`src/sv/rlos_pkg.sv`:
```
// Shared constants, types and structs for the one-wire RGB LED serializer.
`default_nettype none
package rlos_pkg;

    localparam int QUEUE_DEPTH_DEF    = 8;
    localparam int BITS_PER_PIXEL_DEF = 24;

    localparam int PIXEL_W = 24;
    localparam int DIV_W   = 16;
    localparam int PHASE_W = 4;

    // Slot layout of one bit: low, then high, then data.
    localparam logic [PHASE_W-1:0] SLOTS_PER_BIT = 4'd10;
    localparam logic [PHASE_W-1:0] LOW_SLOTS     = 4'd3;
    localparam logic [PHASE_W-1:0] HIGH_SLOT_END = 4'd5;

    // Register select, taken from paddr[2].
    localparam logic REG_SLOT_DIVIDER = 1'b0;
    localparam logic REG_LATCH_SLOTS  = 1'b1;

    localparam logic [DIV_W-1:0] SLOT_DIVIDER_RST = 16'd16;
    localparam logic [DIV_W-1:0] LATCH_SLOTS_RST  = 16'd480;

    typedef struct packed {
        logic               marker;
        logic [PIXEL_W-1:0] pixel;
    } queue_entry_t;

    typedef struct packed {
        logic pop;
        logic level;
        logic active;
    } timer_status_t;

endpackage
`default_nettype wire

```
`src/sv/rgb_led_one_wire_serializer_top.sv`:
```
// Top level of the one-wire RGB LED serializer: byte packing, queue control, output beat.
`default_nettype none
// One beat in, one beat out, every cycle: each input beat (a colour byte or a
// clock tick) is answered in the next cycle by a result beat in the output
// register, and a new beat is taken in the same cycle as the previous result
// leaves, so the sustained rate is one beat per clock; only out_stall holds
// the input back. Colour bytes are packed green, red, blue into 24-bit pixels
// and kept in a ring of QUEUE_DEPTH entries held in a synchronous RAM with a
// registered read. The RAM is read at the next head address every cycle, with
// a write bypass, so the head entry is always ready when an idle tick starts
// it at once. A byte that closes both a pixel and a frame pushes two entries;
// the latch marker is written in the next cycle through a one-entry write
// buffer, which always finds the write port free. The RAM is not cleared
// after reset; only counted entries are ever read. Ticks drive the line at
// ten slots per bit (3 low, 2 high, 5 data), slot_divider ticks per slot
// (0 acts as 1), and a frame ends with latch_slots low slots once its last
// bit is out. Registers: slot_divider at 0x0, latch_slots at 0x4.
module rgb_led_one_wire_serializer_top #(
    parameter int QUEUE_DEPTH    = rlos_pkg::QUEUE_DEPTH_DEF,
    parameter int BITS_PER_PIXEL = rlos_pkg::BITS_PER_PIXEL_DEF
) (
    input  wire         clk,
    input  wire         rst_n,
    // input channel
    input  wire         in_valid,
    output logic        in_stall,
    input  wire         req_type,
    input  wire  [7:0]  byte_value,
    input  wire         frame_end,
    // output channel
    output logic        out_valid,
    input  wire         out_stall,
    output logic        accepted,
    output logic        line_level,
    output logic        busy_res,
    // configuration port
    input  wire         psel,
    input  wire         penable,
    input  wire         pwrite,
    input  wire  [2:0]  paddr,
    input  wire  [31:0] pwdata,
    output logic [31:0] prdata,
    output logic        pready
);
    import rlos_pkg::*;

    localparam int PTR_W = $clog2(QUEUE_DEPTH);
    localparam int CNT_W = $clog2(QUEUE_DEPTH + 1);

    function automatic logic [PTR_W-1:0] ptr_inc(input logic [PTR_W-1:0] p);
        if (p == PTR_W'(QUEUE_DEPTH - 1))
        begin
            return '0;
        end
        return p + PTR_W'(1);
    endfunction

    // configuration
    logic [DIV_W-1:0] slot_divider_reg;
    logic [DIV_W-1:0] latch_slots_reg;
    logic             cfg_write;

    // byte packing and queue control
    logic [15:0]      partial_reg, partial_next;
    logic [1:0]       held_reg, held_next;
    logic             has_pixel_reg, has_pixel_next;
    logic [PTR_W-1:0] head_reg, head_next;
    logic [PTR_W-1:0] tail_reg, tail_next;
    logic [CNT_W-1:0] count_reg, count_next;
    logic             pend_valid_reg, pend_valid_next;
    logic [PTR_W-1:0] pend_addr_reg, pend_addr_next;

    // output beat
    logic out_valid_reg;
    logic accepted_reg;
    logic line_level_reg;
    logic busy_reg;

    logic             in_fire;
    logic             tick;
    logic             byte_req;
    logic             completes;
    logic             frame_pixel;
    logic             push_marker;
    logic [1:0]       need;
    logic [CNT_W-1:0] room;
    logic             byte_ok;

    logic             wr_en;
    logic [PTR_W-1:0] wr_addr;
    queue_entry_t     wr_data;
    queue_entry_t     head_entry;
    timer_status_t    tstat;

    // ---------------- configuration port ----------------
    assign pready    = 1'b1;
    assign cfg_write = psel && penable && pwrite;

    always_ff @(posedge clk or negedge rst_n)
    begin
        if (!rst_n)
        begin
            slot_divider_reg <= SLOT_DIVIDER_RST;
            latch_slots_reg  <= LATCH_SLOTS_RST;
        end
        else if (cfg_write)
        begin
            unique case (paddr[2])
                REG_SLOT_DIVIDER: slot_divider_reg <= pwdata[DIV_W-1:0];
                REG_LATCH_SLOTS:  latch_slots_reg  <= pwdata[DIV_W-1:0];
                default:          ;
            endcase
        end
    end

    always_comb
    begin
        unique case (paddr[2])
            REG_SLOT_DIVIDER: prdata = 32'(slot_divider_reg);
            REG_LATCH_SLOTS:  prdata = 32'(latch_slots_reg);
            default:          prdata = '0;
        endcase
    end

    // ---------------- handshake ----------------
    assign in_stall = out_valid_reg && out_stall;
    assign in_fire  = in_valid && !in_stall;
    assign tick     = in_fire && req_type;
    assign byte_req = in_fire && !req_type;

    // ---------------- byte packing ----------------
    // Two bytes already held means this byte completes a pixel.
    assign completes   = held_reg[1];
    assign frame_pixel = has_pixel_reg || completes;
    assign push_marker = frame_end && frame_pixel;
    assign need        = {1'b0, completes} + {1'b0, push_marker};
    assign room        = CNT_W'(QUEUE_DEPTH) - count_reg;
    assign byte_ok     = byte_req && (CNT_W'(need) <= room);

    always_comb
    begin
        partial_next    = partial_reg;
        held_next       = held_reg;
        has_pixel_next  = has_pixel_reg;
        head_next       = head_reg;
        tail_next       = tail_reg;
        count_next      = count_reg;
        pend_valid_next = 1'b0;
        pend_addr_next  = pend_addr_reg;
        wr_en           = 1'b0;
        wr_addr         = tail_reg;
        wr_data         = '{marker: 1'b0, pixel: {partial_reg, byte_value}};

        if (byte_ok)
        begin
            if (completes)
            begin
                wr_en          = 1'b1;
                tail_next      = ptr_inc(tail_reg);
                has_pixel_next = 1'b1;
                partial_next   = '0;
                held_next      = '0;
            end
            else
            begin
                partial_next = {partial_reg[7:0], byte_value};
                held_next    = held_reg + 2'd1;
            end

            if (frame_end)
            begin
                if (frame_pixel)
                begin
                    if (completes)
                    begin
                        // marker goes in behind the pixel, next cycle
                        pend_valid_next = 1'b1;
                        pend_addr_next  = tail_next;
                    end
                    else
                    begin
                        wr_en   = 1'b1;
                        wr_data = '{marker: 1'b1, pixel: '0};
                    end
                    tail_next = ptr_inc(tail_next);
                end
                partial_next   = '0;
                held_next      = '0;
                has_pixel_next = 1'b0;
            end
            count_next = count_reg + CNT_W'(need);
        end

        if (tstat.pop)
        begin
            head_next  = ptr_inc(head_reg);
            count_next = count_reg - CNT_W'(1);
        end

        // buffered marker; the port is never wanted twice in one cycle
        if (pend_valid_reg)
        begin
            wr_en   = 1'b1;
            wr_addr = pend_addr_reg;
            wr_data = '{marker: 1'b1, pixel: '0};
        end
    end

    always_ff @(posedge clk or negedge rst_n)
    begin
        if (!rst_n)
        begin
            partial_reg    <= '0;
            held_reg       <= '0;
            has_pixel_reg  <= 1'b0;
            head_reg       <= '0;
            tail_reg       <= '0;
            count_reg      <= '0;
            pend_valid_reg <= 1'b0;
            pend_addr_reg  <= '0;
        end
        else
        begin
            partial_reg    <= partial_next;
            held_reg       <= held_next;
            has_pixel_reg  <= has_pixel_next;
            head_reg       <= head_next;
            tail_reg       <= tail_next;
            count_reg      <= count_next;
            pend_valid_reg <= pend_valid_next;
            pend_addr_reg  <= pend_addr_next;
        end
    end

    // ---------------- queue memory ----------------
    // Read at the next head so the head word is registered and ready.
    rlos_queue_ram #(
        .DEPTH (QUEUE_DEPTH)
    ) u_ram (
        .clk     (clk),
        .wr_en   (wr_en),
        .wr_addr (wr_addr),
        .wr_data (wr_data),
        .rd_addr (head_next),
        .rd_data (head_entry)
    );

    // ---------------- line timing ----------------
    rlos_line_timer #(
        .BITS_PER_PIXEL (BITS_PER_PIXEL)
    ) u_timer (
        .clk          (clk),
        .rst_n        (rst_n),
        .tick         (tick),
        .queue_empty  (count_reg == '0),
        .head_entry   (head_entry),
        .slot_divider (slot_divider_reg),
        .latch_slots  (latch_slots_reg),
        .status       (tstat)
    );

    // ---------------- output beat ----------------
    always_ff @(posedge clk or negedge rst_n)
    begin
        if (!rst_n)
        begin
            out_valid_reg <= 1'b0;
        end
        else if (in_fire)
        begin
            out_valid_reg <= 1'b1;
        end
        else if (!out_stall)
        begin
            out_valid_reg <= 1'b0;
        end
    end

    always_ff @(posedge clk)
    begin
        if (in_fire)
        begin
            accepted_reg   <= byte_ok;
            line_level_reg <= tstat.level;
            busy_reg       <= (count_next != '0) || tstat.active;
        end
    end

    assign out_valid  = out_valid_reg;
    assign accepted   = accepted_reg;
    assign line_level = line_level_reg;
    assign busy_res   = busy_reg;

endmodule
`default_nettype wire

```
`src/sv/rlos_queue_ram.sv`:
```
// Pixel queue memory: one write port, one registered read port with write bypass.
`default_nettype none
module rlos_queue_ram #(
    parameter int DEPTH = rlos_pkg::QUEUE_DEPTH_DEF
) (
    input  wire                        clk,
    input  wire                        wr_en,
    input  wire  [$clog2(DEPTH)-1:0]   wr_addr,
    input  rlos_pkg::queue_entry_t     wr_data,
    input  wire  [$clog2(DEPTH)-1:0]   rd_addr,
    output rlos_pkg::queue_entry_t     rd_data
);
    import rlos_pkg::*;

    queue_entry_t queue_mem [DEPTH];
    queue_entry_t rd_data_reg;

    always_ff @(posedge clk)
    begin
        if (wr_en)
        begin
            queue_mem[wr_addr] <= wr_data;
        end
    end

    // Same-address write in this cycle wins over the stored word.
    always_ff @(posedge clk)
    begin
        if (wr_en && (wr_addr == rd_addr))
        begin
            rd_data_reg <= wr_data;
        end
        else
        begin
            rd_data_reg <= queue_mem[rd_addr];
        end
    end

    assign rd_data = rd_data_reg;

endmodule
`default_nettype wire

```
`src/sv/rlos_line_timer.sv`:
```
// Line timing: slot divider, bit/slot counters, pixel shifter and latch counter.
`default_nettype none
module rlos_line_timer #(
    parameter int BITS_PER_PIXEL = rlos_pkg::BITS_PER_PIXEL_DEF
) (
    input  wire                          clk,
    input  wire                          rst_n,
    input  wire                          tick,
    input  wire                          queue_empty,
    input  rlos_pkg::queue_entry_t       head_entry,
    input  wire  [rlos_pkg::DIV_W-1:0]   slot_divider,
    input  wire  [rlos_pkg::DIV_W-1:0]   latch_slots,
    output rlos_pkg::timer_status_t      status
);
    import rlos_pkg::*;

    localparam int BIT_W = $clog2(BITS_PER_PIXEL);
    localparam logic [BIT_W-1:0] LAST_BIT = BIT_W'(BITS_PER_PIXEL - 1);

    logic                      sending_reg, sending_next;
    logic [BITS_PER_PIXEL-1:0] shift_reg, shift_next;
    logic [BIT_W-1:0]          bit_index_reg, bit_index_next;
    logic [PHASE_W-1:0]        phase_reg, phase_next;
    logic [DIV_W-1:0]          div_count_reg, div_count_next;
    logic [DIV_W-1:0]          latch_count_reg, latch_count_next;

    logic                      e_sending;
    logic [BITS_PER_PIXEL-1:0] e_shift;
    logic [BIT_W-1:0]          e_bit;
    logic [PHASE_W-1:0]        e_phase;
    logic [DIV_W-1:0]          e_div;
    logic [DIV_W-1:0]          e_latch;
    logic                      run;
    logic                      pop;
    logic                      level;
    logic [DIV_W-1:0]          div_eff;
    logic [DIV_W:0]            div_inc;

    assign div_eff = (slot_divider == '0) ? DIV_W'(1) : slot_divider;

    always_comb
    begin
        // state seen by this tick, after a possible load of the head entry
        e_sending = sending_reg;
        e_shift   = shift_reg;
        e_bit     = bit_index_reg;
        e_phase   = phase_reg;
        e_div     = div_count_reg;
        e_latch   = latch_count_reg;
        run       = tick;
        pop       = 1'b0;

        if (tick && !sending_reg && (latch_count_reg == '0))
        begin
            if (queue_empty)
            begin
                run = 1'b0;
            end
            else
            begin
                pop     = 1'b1;
                e_div   = '0;
                e_phase = '0;
                e_bit   = '0;
                if (head_entry.marker)
                begin
                    e_latch = latch_slots;
                    if (latch_slots == '0)
                    begin
                        run = 1'b0;
                    end
                end
                else
                begin
                    e_shift   = BITS_PER_PIXEL'(head_entry.pixel) << (BITS_PER_PIXEL - PIXEL_W);
                    e_sending = 1'b1;
                end
            end
        end

        if (!e_sending)
        begin
            level = 1'b0;
        end
        else if (e_phase < LOW_SLOTS)
        begin
            level = 1'b0;
        end
        else if (e_phase < HIGH_SLOT_END)
        begin
            level = 1'b1;
        end
        else
        begin
            level = e_shift[BITS_PER_PIXEL-1];
        end

        sending_next     = e_sending;
        shift_next       = e_shift;
        bit_index_next   = e_bit;
        phase_next       = e_phase;
        div_count_next   = e_div;
        latch_count_next = e_latch;
        div_inc          = {1'b0, e_div} + (DIV_W+1)'(1);

        if (run)
        begin
            if (div_inc >= {1'b0, div_eff})
            begin
                div_count_next = '0;
                if (e_sending)
                begin
                    if (e_phase == SLOTS_PER_BIT - PHASE_W'(1))
                    begin
                        phase_next = '0;
                        shift_next = e_shift << 1;
                        if (e_bit == LAST_BIT)
                        begin
                            bit_index_next = '0;
                            sending_next   = 1'b0;
                        end
                        else
                        begin
                            bit_index_next = e_bit + BIT_W'(1);
                        end
                    end
                    else
                    begin
                        phase_next = e_phase + PHASE_W'(1);
                    end
                end
                else if (e_latch != '0)
                begin
                    latch_count_next = e_latch - DIV_W'(1);
                end
            end
            else
            begin
                div_count_next = div_inc[DIV_W-1:0];
            end
        end
    end

    always_ff @(posedge clk or negedge rst_n)
    begin
        if (!rst_n)
        begin
            sending_reg     <= 1'b0;
            shift_reg       <= '0;
            bit_index_reg   <= '0;
            phase_reg       <= '0;
            div_count_reg   <= '0;
            latch_count_reg <= '0;
        end
        else
        begin
            sending_reg     <= sending_next;
            shift_reg       <= shift_next;
            bit_index_reg   <= bit_index_next;
            phase_reg       <= phase_next;
            div_count_reg   <= div_count_next;
            latch_count_reg <= latch_count_next;
        end
    end

    assign status.pop    = pop;
    assign status.level  = level;
    assign status.active = sending_next || (latch_count_next != '0);

endmodule
`default_nettype wire

```
`config.mk`:
```
export PLATFORM = sky130hd
export DESIGN_NAME = rgb_led_one_wire_serializer_top
export DESIGN_NICKNAME = d
export VERILOG_FILES = /design/src/sv/rlos_pkg.sv /design/src/sv/rgb_led_one_wire_serializer_top.sv /design/src/sv/rlos_queue_ram.sv /design/src/sv/rlos_line_timer.sv
export SDC_FILE = /design/constraint.sdc
export NUM_CORES = 1
export LEC_CHECK = 0
export ABC_CLOCK_PERIOD_IN_PS = 6600
export BUFFER_PORTS_ARGS = -buffer_cell sky130_fd_sc_hd__buf_2
export CAP_MARGIN = 20
export CORE_UTILIZATION = 55
export CTS_CLUSTER_SIZE = 10
export DETAILED_ROUTE_END_ITERATION = 6
export PLACE_DENSITY = 0.76
export SETUP_SLACK_MARGIN = 0.3
export SLEW_MARGIN = 20
export SYNTH_ARGS = -nofsm -noshare
export SYNTH_HDL_FRONTEND = slang
export SYNTH_SLANG_ARGS = --single-unit
```
`constraint.sdc`:
```
create_clock -name clk -period 6.6 [get_ports clk]
set_input_delay 1.32 -clock clk [delete_from_list [all_inputs] [get_ports clk]]
set_output_delay 1.32 -clock clk [all_outputs]
set_load 0.02 [all_outputs]
```
==> flow_summary_export.csv, run 1 <==
group,metric,value,unit
pwr,internal_power,4.61,mW
route,vias,9718,
synthesis,netlist_instances,1162,
floorplanning,rows,60,
cells_and_area,syn2layout_area_growth,13.2,%
global_route,grt_pass1_vias,9812,
global_route,grt_overflow,0,
worst_hold_path,min_from,"partial_reg[8]",
floorplanning,die_area,28700,um^2
worst_hold_path,worstHoldPathCells,2,
critical_path,crit_fanout,11,
floorplanning,coreArea,27200,um^2
clock_tree,clockBufferDepth,3,
critical_path,rr_worst_depth,23,
worst_hold_path,holdPathEnd,"partial_reg[8]",
critical_path,rr_endpoint,"busy_res",
placed_design,dp_cells,1562,
critical_path,required,6870,ps
placed_design,io_buffers,54,
route,postRouteWirelength,33400,um
timing,relSlewSlack,34.6,%
global_route,grt_max_degree,77,
synthesis,synth-seq-cells,338,
critical_path,critPathKind,"in -> reg",
timing,rsz0062_at_grt,"no",
clock_tree,root_buffer,"clkbuf_16",
route,drc,0,
synthesis,ys_seq_area_share,61.4,%
critical_path,endpoint_kind,"register",
synthesis,synth_edf_count,203,
clock_tree,clk_pin_slew,50,ps
critical_path,r2r_setup_slack,700,ps
synthesis,avgSynthCellArea,13.3,um^2
timing,fmax,0.168,GHz
clock_tree,postCtsHoldBufs,0,
cells_and_area,instances_no_fill,1636,
synthesis,ys_async_sr_fraction,39.1,%
clock_tree,worstSkewPairLatency,540,ps
pwr,leakage,6.59,nW
cells_and_area,diodes,0,
timing,finalClockSkew,35.4,ps
pwr,swShare,31.4,%
route,wire_per_inst,20.4,um
placed_design,dp_hpwl,20100,um
cells_and_area,final_util,64.1,%
timing,finalSetupTns,0,ps
timing,tightest_slew,976,ps
synthesis,yosysWarnings,0,
floorplanning,io_pins,90,
timing,setup_viol,0,
timing,slew_violations,0,
global_route,grt_pass1_wl,53300,um
floorplanning,die_h,169,um
floorplanning,start_util,56.7,%
route,vias_per_cell,5.94,
synthesis,synth_ff_type,"edfxtp_1",
cells_and_area,largest_reg_flops,200,
status,status,"finished, final reports clean",
timing,fin_crit,5940,ps
clock_tree,cts.sinks,338,
placed_design,gp_congestion,0.877,
synthesis,ys_types,73,
cells_and_area,final_net_count,1317,
global_route,antenna_found_initial,0,
floorplanning,dieWidth,169,um
critical_path,arrival,6220,ps
worst_hold_path,hold_class,"reg -> reg",
pwr,share_comb_of_total_power,26.2,%
global_route,grt_usage,24.2,%
route,ant_nets,0,
cells_and_area,layout-drive-gt1-share,20.3,%
route,drt_iter0_markers,897,
pwr,powerDensity,385,nW/um^2
pwr,p_clk_share,30.7,%
clock_tree,cts_buffers,40,
clock_tree,cts_tree,"yes",
timing,fin_crit_sh,90.0,%
pwr,p_sw,2.11,mW
clock_tree,h-tree-depth,2,
pwr,p_seq_share,43.1,%
critical_path,critPathLaunchType,"input pin",
pwr,ir_drop,0.353,mV
synthesis,synth_area,15400,um^2
route,first_pass_iters,5,
timing,hold_violations,0,
flow_run,cap_violations,0,
critical_path,worstReg2RegStart,"count_reg[1]",
worst max path at each step:
stage | start | to | slack, ps
2_1_floorplan | in_valid | busy_res | 300
3_3_place_gp | in_valid | busy_res | 90
3_5_place_dp | in_valid | busy_res | 50
4_1_cts | count_reg[1] | busy_res | 340
5_1_grt | count_reg[1] | busy_res | 290
6_report | in_valid | busy_res | 660
final cells by class:
type / count / area (um^2)
clock buffer: 69 / 1140
timing repair buffer: 85 / 509
inverter: 37 / 139
fill: 1984 / 9740
clock inverter: 4 / 98.8
multi-input combinational: 731 / 5610
tap: 372 / 465
sequential: 338 / 9470
metrics by stage:
stage	total power [mW]	setup WS, ps	instance area, um^2	hold slack [ps]
6_report	6.72	657	17400	480
5_1_grt	7.06	290	17400	512
4_1_cts	6.75	340	17400	484
3_5_place_dp	4.66	47.0	16200	463
3_3_place_gp	4.59	93.0	16200	456
2_1_floorplan	4.17	302	15500	442
worst max-delay path, cell delays in order:
cell and delay [ps]:
buf_2 100, a21boi_1 130, nor3b_2 200, nand4_1 160, and2_1 190, ha_2 240
nand4_1 200, nor4b_4 390, nand2_1 110, nor3_2 220, xnor2_1 120, ha_1 290
nand4_1 130, nor2_2 80, a211o_1 330, a31oi_4 350, a211oi_4 130, buf_4 220
or4b_4 490, a2111oi_2 300, nand4bb_1 130, or4_1 410
cells in the final DEF, fill, tap and decap left out, drive strengths merged, types with 35 or more instances in the layout:
cell type	count
a21oi	70
buf	85
clkbuf	69
dfrtp	127
edfxtp	203
inv	38
mux2	35
mux2i	54
mux4	50
nand2	101
nor2	90
o21ai	63
routing by layer:
layer / global-route usage [%] / up-vias / routed length, um
met5: 0 / - / 0
met4: 7.40 / 0 / 715
met3: 3.80 / 56 / 1860
met2: 38.9 / 301 / 16200
met1: 34.3 / 4922 / 14700
li1: - / 4439 / -
cells by family after synthesis:
family,share of synthesized area [%]
flip-flops,61.4
AND/OR/NAND/NOR,10.4
AO/OA/AOI/OAI,7.37
multiplexers,13.4
buffers and inverters,3.22
adder cells (fa/ha/maj),2.65
XOR/XNOR,1.48
other,0.0488
power groups by stage:
stage / combinational, mW / clock, mW / sequential (mW)
2_1_floorplan: 1.36 / 0 / 2.80
3_3_place_gp: 1.68 / 0 / 2.91
3_5_place_dp: 1.74 / 0 / 2.92
4_1_cts: 1.77 / 2.09 / 2.89
5_1_grt: 1.96 / 2.17 / 2.94
6_report: 1.76 / 2.06 / 2.90
synthesized netlist by cell type, types with 4 or more instances:
| master | instances | area share (%) |
|---|---|---|
| nand3b_1 | 5 | 0.24 |
| xor2_1 | 13 | 0.74 |
| a21o_1 | 6 | 0.29 |
| xnor2_1 | 13 | 0.74 |
| nand2_1 | 101 | 2.5 |
| or4_1 | 5 | 0.24 |
| mux2_2 | 34 | 2.5 |
| o21ai_0 | 58 | 1.9 |
| and2_1 | 31 | 1.3 |
| nor3b_1 | 4 | 0.19 |
| ha_1 | 31 | 2.5 |
| dfstp_2 | 5 | 0.85 |
| a21oi_1 | 70 | 2.3 |
| a211oi_1 | 6 | 0.29 |
| nand3_1 | 19 | 0.62 |
| a22o_1 | 5 | 0.28 |
| nor3_1 | 20 | 0.65 |
| o21ai_1 | 5 | 0.16 |
| edfxtp_1 | 203 | 40 |
| buf_4 | 17 | 0.83 |
| a211o_1 | 4 | 0.23 |
| or2_2 | 4 | 0.16 |
| a31oi_1 | 10 | 0.41 |
| and4_1 | 4 | 0.23 |
| inv_1 | 37 | 0.90 |
| nor2_1 | 90 | 2.2 |
| nor2b_1 | 8 | 0.32 |
| nor4_1 | 10 | 0.41 |
| clkbuf_1 | 42 | 1.0 |
| mux2i_1 | 54 | 3.5 |
| dfrtp_1 | 127 | 21 |
| buf_1 | 6 | 0.15 |
| mux4_2 | 50 | 7.3 |
| nand4_1 | 10 | 0.41 |
timing repair:
action	in CTS	in global routing
gates resized for setup	0	3
setup endpoints to repair	0	1
hold endpoints to repair	0	0
setup buffers	0	1
Note: power is estimated with default switching activity, not from simulation.
==> inputs of run 2 (changes only) <==
Settings changed: ABC_AREA set to 1.
==> flow_summary_export.csv, run 2 <==
group,metric,value,unit
status,status,"finished, final reports clean",
critical_path,endpoint_kind,"register",
floorplanning,dieWidth,172,um
cells_and_area,layout-drive-gt1-share,11.1,%
timing,slew_violations,0,
synthesis,synth_edf_count,203,
timing,tightest_slew,1050,ps
route,vias,11700,
worst_hold_path,hold_class,"reg -> reg",
global_route,grt_pass1_vias,11300,
synthesis,yosys.area.top_type_share,38.2,%
synthesis,yosys-top-cells-area,"edfxtp_1, dfrtp_1, nand2_1",
clock_tree,post_cts_buffers,0,
route,postRouteWirelength,36300,um
cells_and_area,final_common_cell,"nand2_1",
floorplanning,die_h,172,um
synthesis,ys_seq_area_share,59.3,%
global_route,grt_usage,25.3,%
global_route,grtUsageMet2,41.0,%
global_route,antenna_found_initial,0,
route,wire_per_inst,17.3,um
clock_tree,clockBufferDepth,3,
clock_tree,root_buffer,"clkbuf_16",
critical_path,cp_num_buf_inv,4,
cells_and_area,layout.filler_cells,2240,
route,first_pass_iters,5,
timing,fin_crit,5540,ps
clock_tree,worstSkewPairLatency,540,ps
synthesis,synth_ff_type,"edfxtp_1",
clock_tree,cts_tree,"yes",
route,drc,0,
placed_design,gp_congestion,0.897,
floorplanning,start_util,56.7,%
clock_tree,cts.sinks,338,
critical_path,slowest_delay,490,ps
critical_path,cp_common_cell,"nand2_1",
floorplanning,io_pins,90,
clock_tree,clk_pin_slew,60,ps
timing,relSlewSlack,29.7,%
cells_and_area,largest_reg_flops,200,
synthesis,yosys-top-cells-count,"nand2_1, o21ai_0, edfxtp_1",
synthesis,ys_types,46,
pwr,powerDensity,306,nW/um^2
timing,finalClockSkew,39.0,ps
pwr,power,5.42,mW
global_route,grt_overflow,0,
timing,fmax,0.181,GHz
global_route,use_met1,35.9,%
floorplanning,die_area,29700,um^2
cells_and_area,final_net_count,1775,
critical_path,required,6980,ps
clock_tree,cts_buffers,40,
pwr,leakage,7.57,nW
timing,hold_violations,0,
timing,rsz0062_at_grt,"no",
synthesis,ys_async_sr_fraction,39.1,%
placed_design,io_buffers,54,
worst_hold_path,min_from,"slot_divider_reg[11]",
clock_tree,postCtsHoldBufs,0,
synthesis,synth_area,16000,um^2
pwr,ir_drop,0.201,mV
synthesis,netlist_instances,1649,
synthesis,synth_most_common_cell,"nand2_1",
cells_and_area,syn2layout_area_growth,10.9,%
critical_path,critical-path-top-delay-family,"simple AND/OR/NAND/NOR gates",
critical_path,critPathLaunchType,"input pin",
global_route,top_usage_layer,"met2",
route,ant_nets,0,
global_route,grt_pass1_wl,58200,um
critical_path,critPathKind,"in -> reg",
clock_tree,ctsResizeCount,0,
synthesis,avgSynthCellArea,9.68,um^2
synthesis,synth-seq-cells,338,
timing,setup_viol,0,
synthesis,yosysWarnings,0,
timing,fin_crit_sh,83.9,%
floorplanning,coreArea,28200,um^2
flow_run,cap_violations,0,
timing,finalSetupTns,0,ps
critical_path,cp_slowest_cell,"nand4_1",
critical_path,cp-startpoint,"out_stall",
critical_path,crit_fanout,24,
floorplanning,rows,61,
route,vias_per_cell,5.57,
clock_tree,h-tree-depth,2,
route,drt_iter0_markers,1168,
cells_and_area,final_cell_mix,"nand2_1, o21ai_0, edfxtp_1, nor2_1, inv_1",
placed_design,dp_hpwl,22100,um
cells_and_area,diodes,0,
critical_path,worstReg2RegStart,"count_reg[0]",
critical_path,arrival,5920,ps
synthesis,yosysTopAreaCell,"edfxtp_1",
global_route,met3_usage,3.41,%
global_route,grt_max_degree,101,
-- run 2: cell count changes after synthesis, sizes merged, moves of 35 or more --
| cell | change |
|---|---|
| nand2 | +202 |
| o21ai | +150 |
| inv | +140 |
| nor2 | +121 |
| o22ai | +70 |
| a21oi | -58 |
| mux4 | -50 |
| mux2 | -35 |
-- run 2: cell type report --
class                           count  area [um^2]  area share, %
Multi-Input combinational cell   1058         5460           30.9
Tap cell                          378          473           2.67
Inverter                          177          664           3.75
Timing Repair Buffer               76          442           2.49
Clock inverter                      5         68.8          0.389
Clock buffer                       69         1130           6.38
Sequential cell                   338         9470           53.5
-- run 2: through the flow --
step                      cell area, um^2  setup WS, ps  cells  hold WS, ps  utilization (%)
after global routing                17700           561   2101          517             62.9
after floorplan                     16000          1480   1664          453                -
after global placement              16500           792   2027          467             58.6
after CTS                           17700          1130   2101          490             62.9
after detailed placement            16500           676   2027          476             58.6
final                               17700          1060   2101          488             62.9
-- run 2: tightest hold or removal path: stages, from the launching register on --
cell	delay, ps
dfrtp_1	340
nand2_1	50
o21ai_0	60
-- run 2: layer usage --
metal  vias to the layer above  share of wire [%]
met4                         0                1.9
met5                         -                  0
met3                        55                6.3
li1                       5639                  -
met2                       395                 48
met1                      5621                 44
-- run 2: logic make-up after synthesis --
family | count (synthesis) | synth area share (%)
and+or+nand+nor | 654 | 17.8
other | 2 | 0.0471
DFF | 338 | 59.3
AOI/OAI and AO/OA | 313 | 10.7
xor gates and xnor gates | 18 | 0.988
muxes | 24 | 1.51
adders and majority gates | 32 | 2.56
buffers and inverters | 268 | 7.10
-- run 2: power by group --
| part | internal, mW | switching, mW | leakage, nW |
|---|---|---|---|
| clock network | 1.17 | 0.834 | 0.573 |
| logic | 0.265 | 0.561 | 3.46 |
| registers | 2.49 | 0.100 | 3.53 |
-- run 2: path summary, 6_finish.rpt --
| path | cells after the start | end | slack [ps] |
|---|---|---|---|
| worst max-delay path | 27 | u_timer.bit_index_reg[0] | 1060 |
| worst min-delay path | 2 | slot_divider_reg[11] | 490 |
| worst max register to register | 26 | u_timer.bit_index_reg[0] | 1290 |
| worst min register to register | 2 | slot_divider_reg[11] | 490 |
| max in group asynchronous | 2 | u_timer.bit_index_reg[1] | 4460 |
| min in group asynchronous | 1 | slot_divider_reg[0] | 770 |
==> inputs of run 3 (changes only) <==
Settings changed: ABC_CLOCK_PERIOD_IN_PS 6600 to 5600, PLACE_DENSITY 0.76 to 0.73.
Clock period 6.6 ns to 5.6 ns, I/O delays scaled along.
==> flow_summary_export.csv, run 3 (synthesis results as in run 2) <==
group,metric,value,unit
pwr,swShare,27.7,%
timing,slew_violations,0,
pwr,ir_drop,0.241,mV
clock_tree,cts_buffers,40,
clock_tree,postCtsHoldBufs,0,
floorplanning,io_pins,90,
floorplanning,start_util,56.7,%
route,drt_iter0_markers,1118,
cells_and_area,final_cell_mix,"nand2_1, o21ai_0, edfxtp_1, nor2_1, inv_1",
floorplanning,coreArea,28200,um^2
cells_and_area,final_net_count,1781,
placed_design,gp_congestion,0.895,
clock_tree,post_cts_buffers,0,
placed_design,post_dp_cell_area,16600,um^2
cells_and_area,diodes,0,
pwr,share_comb_of_total_power,15.4,%
critical_path,required,5860,ps
floorplanning,die_h,172,um
cells_and_area,multi_input_area,5470,um^2
placed_design,dp_cells,2032,
pwr,p_clk_share,37.0,%
critical_path,endpoint_kind,"register",
timing,setup_viol,0,
critical_path,worstReg2RegStart,"count_reg[0]",
route,vias,11800,
worst_hold_path,min_from,"slot_divider_reg[13]",
global_route,grt_max_degree,95,
route,wire_per_inst,17.2,um
timing,rsz0062_at_grt,"no",
clock_tree,cts_tree,"yes",
cells_and_area,largest_reg_flops,200,
floorplanning,die_area,29700,um^2
worst_hold_path,hold_class,"reg -> reg",
route,ant_nets,0,
global_route,grt_pass1_wl,56500,um
critical_path,crit_fanout,12,
timing,finalSetupTns,0,ps
timing,fmax,0.209,GHz
clock_tree,worstSkewPairLatency,540,ps
cells_and_area,syn2layout_area_growth,11.3,%
timing,layout_setup_ws,809,ps
timing,finalClockSkew,47.4,ps
pwr,leakage,7.59,nW
route,first_pass_iters,5,
flow_run,cap_violations,0,
placed_design,dpl_worst_slack,137,ps
timing,hold_violations,0,
timing,fin_crit_sh,85.6,%
cells_and_area,final_common_cell,"nand2_1",
pwr,power,6.41,mW
clock_tree,ctsResizeCount,0,
cells_and_area,layout.filler_cells,2251,
floorplanning,dieWidth,172,um
placed_design,io_buffers,54,
pwr,internal_power,4.64,mW
floorplanning,rows,61,
global_route,grt_pass1_vias,11000,
clock_tree,cts.sinks,338,
cells_and_area,final_util,63.1,%
critical_path,cp_slowest_cell,"dfrtp_1",
status,status,"finished, final reports clean",
clock_tree,root_buffer,"clkbuf_16",
global_route,antenna_found_initial,0,
timing,tightest_slew,951,ps
critical_path,arrival,5050,ps
timing,fin_crit,4790,ps
clock_tree,clockBufferDepth,3,
timing,relSlewSlack,36.6,%
clock_tree,h-tree-depth,2,
pwr,powerDensity,361,nW/um^2
global_route,grt_usage,24.8,%
critical_path,critPathKind,"reg -> reg",
route,vias_per_cell,5.58,
placed_design,dp_hpwl,22200,um
pwr,p_seq_share,47.6,%
critical_path,cp-startpoint,"count_reg[0]",
cells_and_area,final-seq-area,9470,um^2
clock_tree,clk_pin_slew,60,ps
global_route,grt_overflow,0,
route,drc,0,
pwr,p_sw,1.77,mW
timing,hold_slack,490,ps
cells_and_area,instances_no_fill,2105,
critical_path,slowest_delay,450,ps
cells_and_area,layout-drive-gt1-share,11.5,%
route,postRouteWirelength,36200,um
critical_path,critPathLaunchType,"register",
cells_and_area,fin_area,17800,um^2
## run 3: worst max-delay path: cells and delay by family (launching register included)
family | cells | cell delay [ps]
buffers and inverters | 6 | 410
AND/OR/NAND/NOR | 18 | 2540
flip-flops | 1 | 450
adder cells (fa/ha/maj) | 3 | 710
XOR/XNOR | 1 | 200
AO/OA/AOI/OAI | 1 | 200
## run 3: worst paths after layout
path,endpoint,slack [ps],depth (start not counted)
max,busy_res,810,29
min,slot_divider_reg[13],490,2
max reg2reg,busy_res,810,29
min reg2reg,slot_divider_reg[13],490,2
max in group asynchronous,partial_reg[4],3820,2
min in group asynchronous,slot_divider_reg[0],650,1
## run 3: cell type report
cell class                 count  area share, %
tap                          378           2.66
multi-input combinational   1059           30.8
inverter                     177           3.74
timing repair buffer          81           2.77
sequential                   338           53.3
clock inverter                 4          0.359
clock buffer                  68           6.40
## run 3: metal layers
layer	wire [um]	up-vias	share of wire [%]	track usage, %
met2	16900	406	47	39.7
met4	748	0	2.1	7.43
met1	16100	5637	45	35.2
li1	-	5644	-	-
met3	2440	65	6.7	3.52
met5	0	-	0	0
## run 3: power by group through the flow
stage,combinational [mW],sequential [mW],clock [mW]
after floorplan,0.705,3.06,0
after global placement,0.928,3.09,0
after detailed placement,0.975,3.09,0
after CTS,0.985,3.05,2.40
after global routing,1.12,3.07,2.49
final,0.987,3.05,2.37
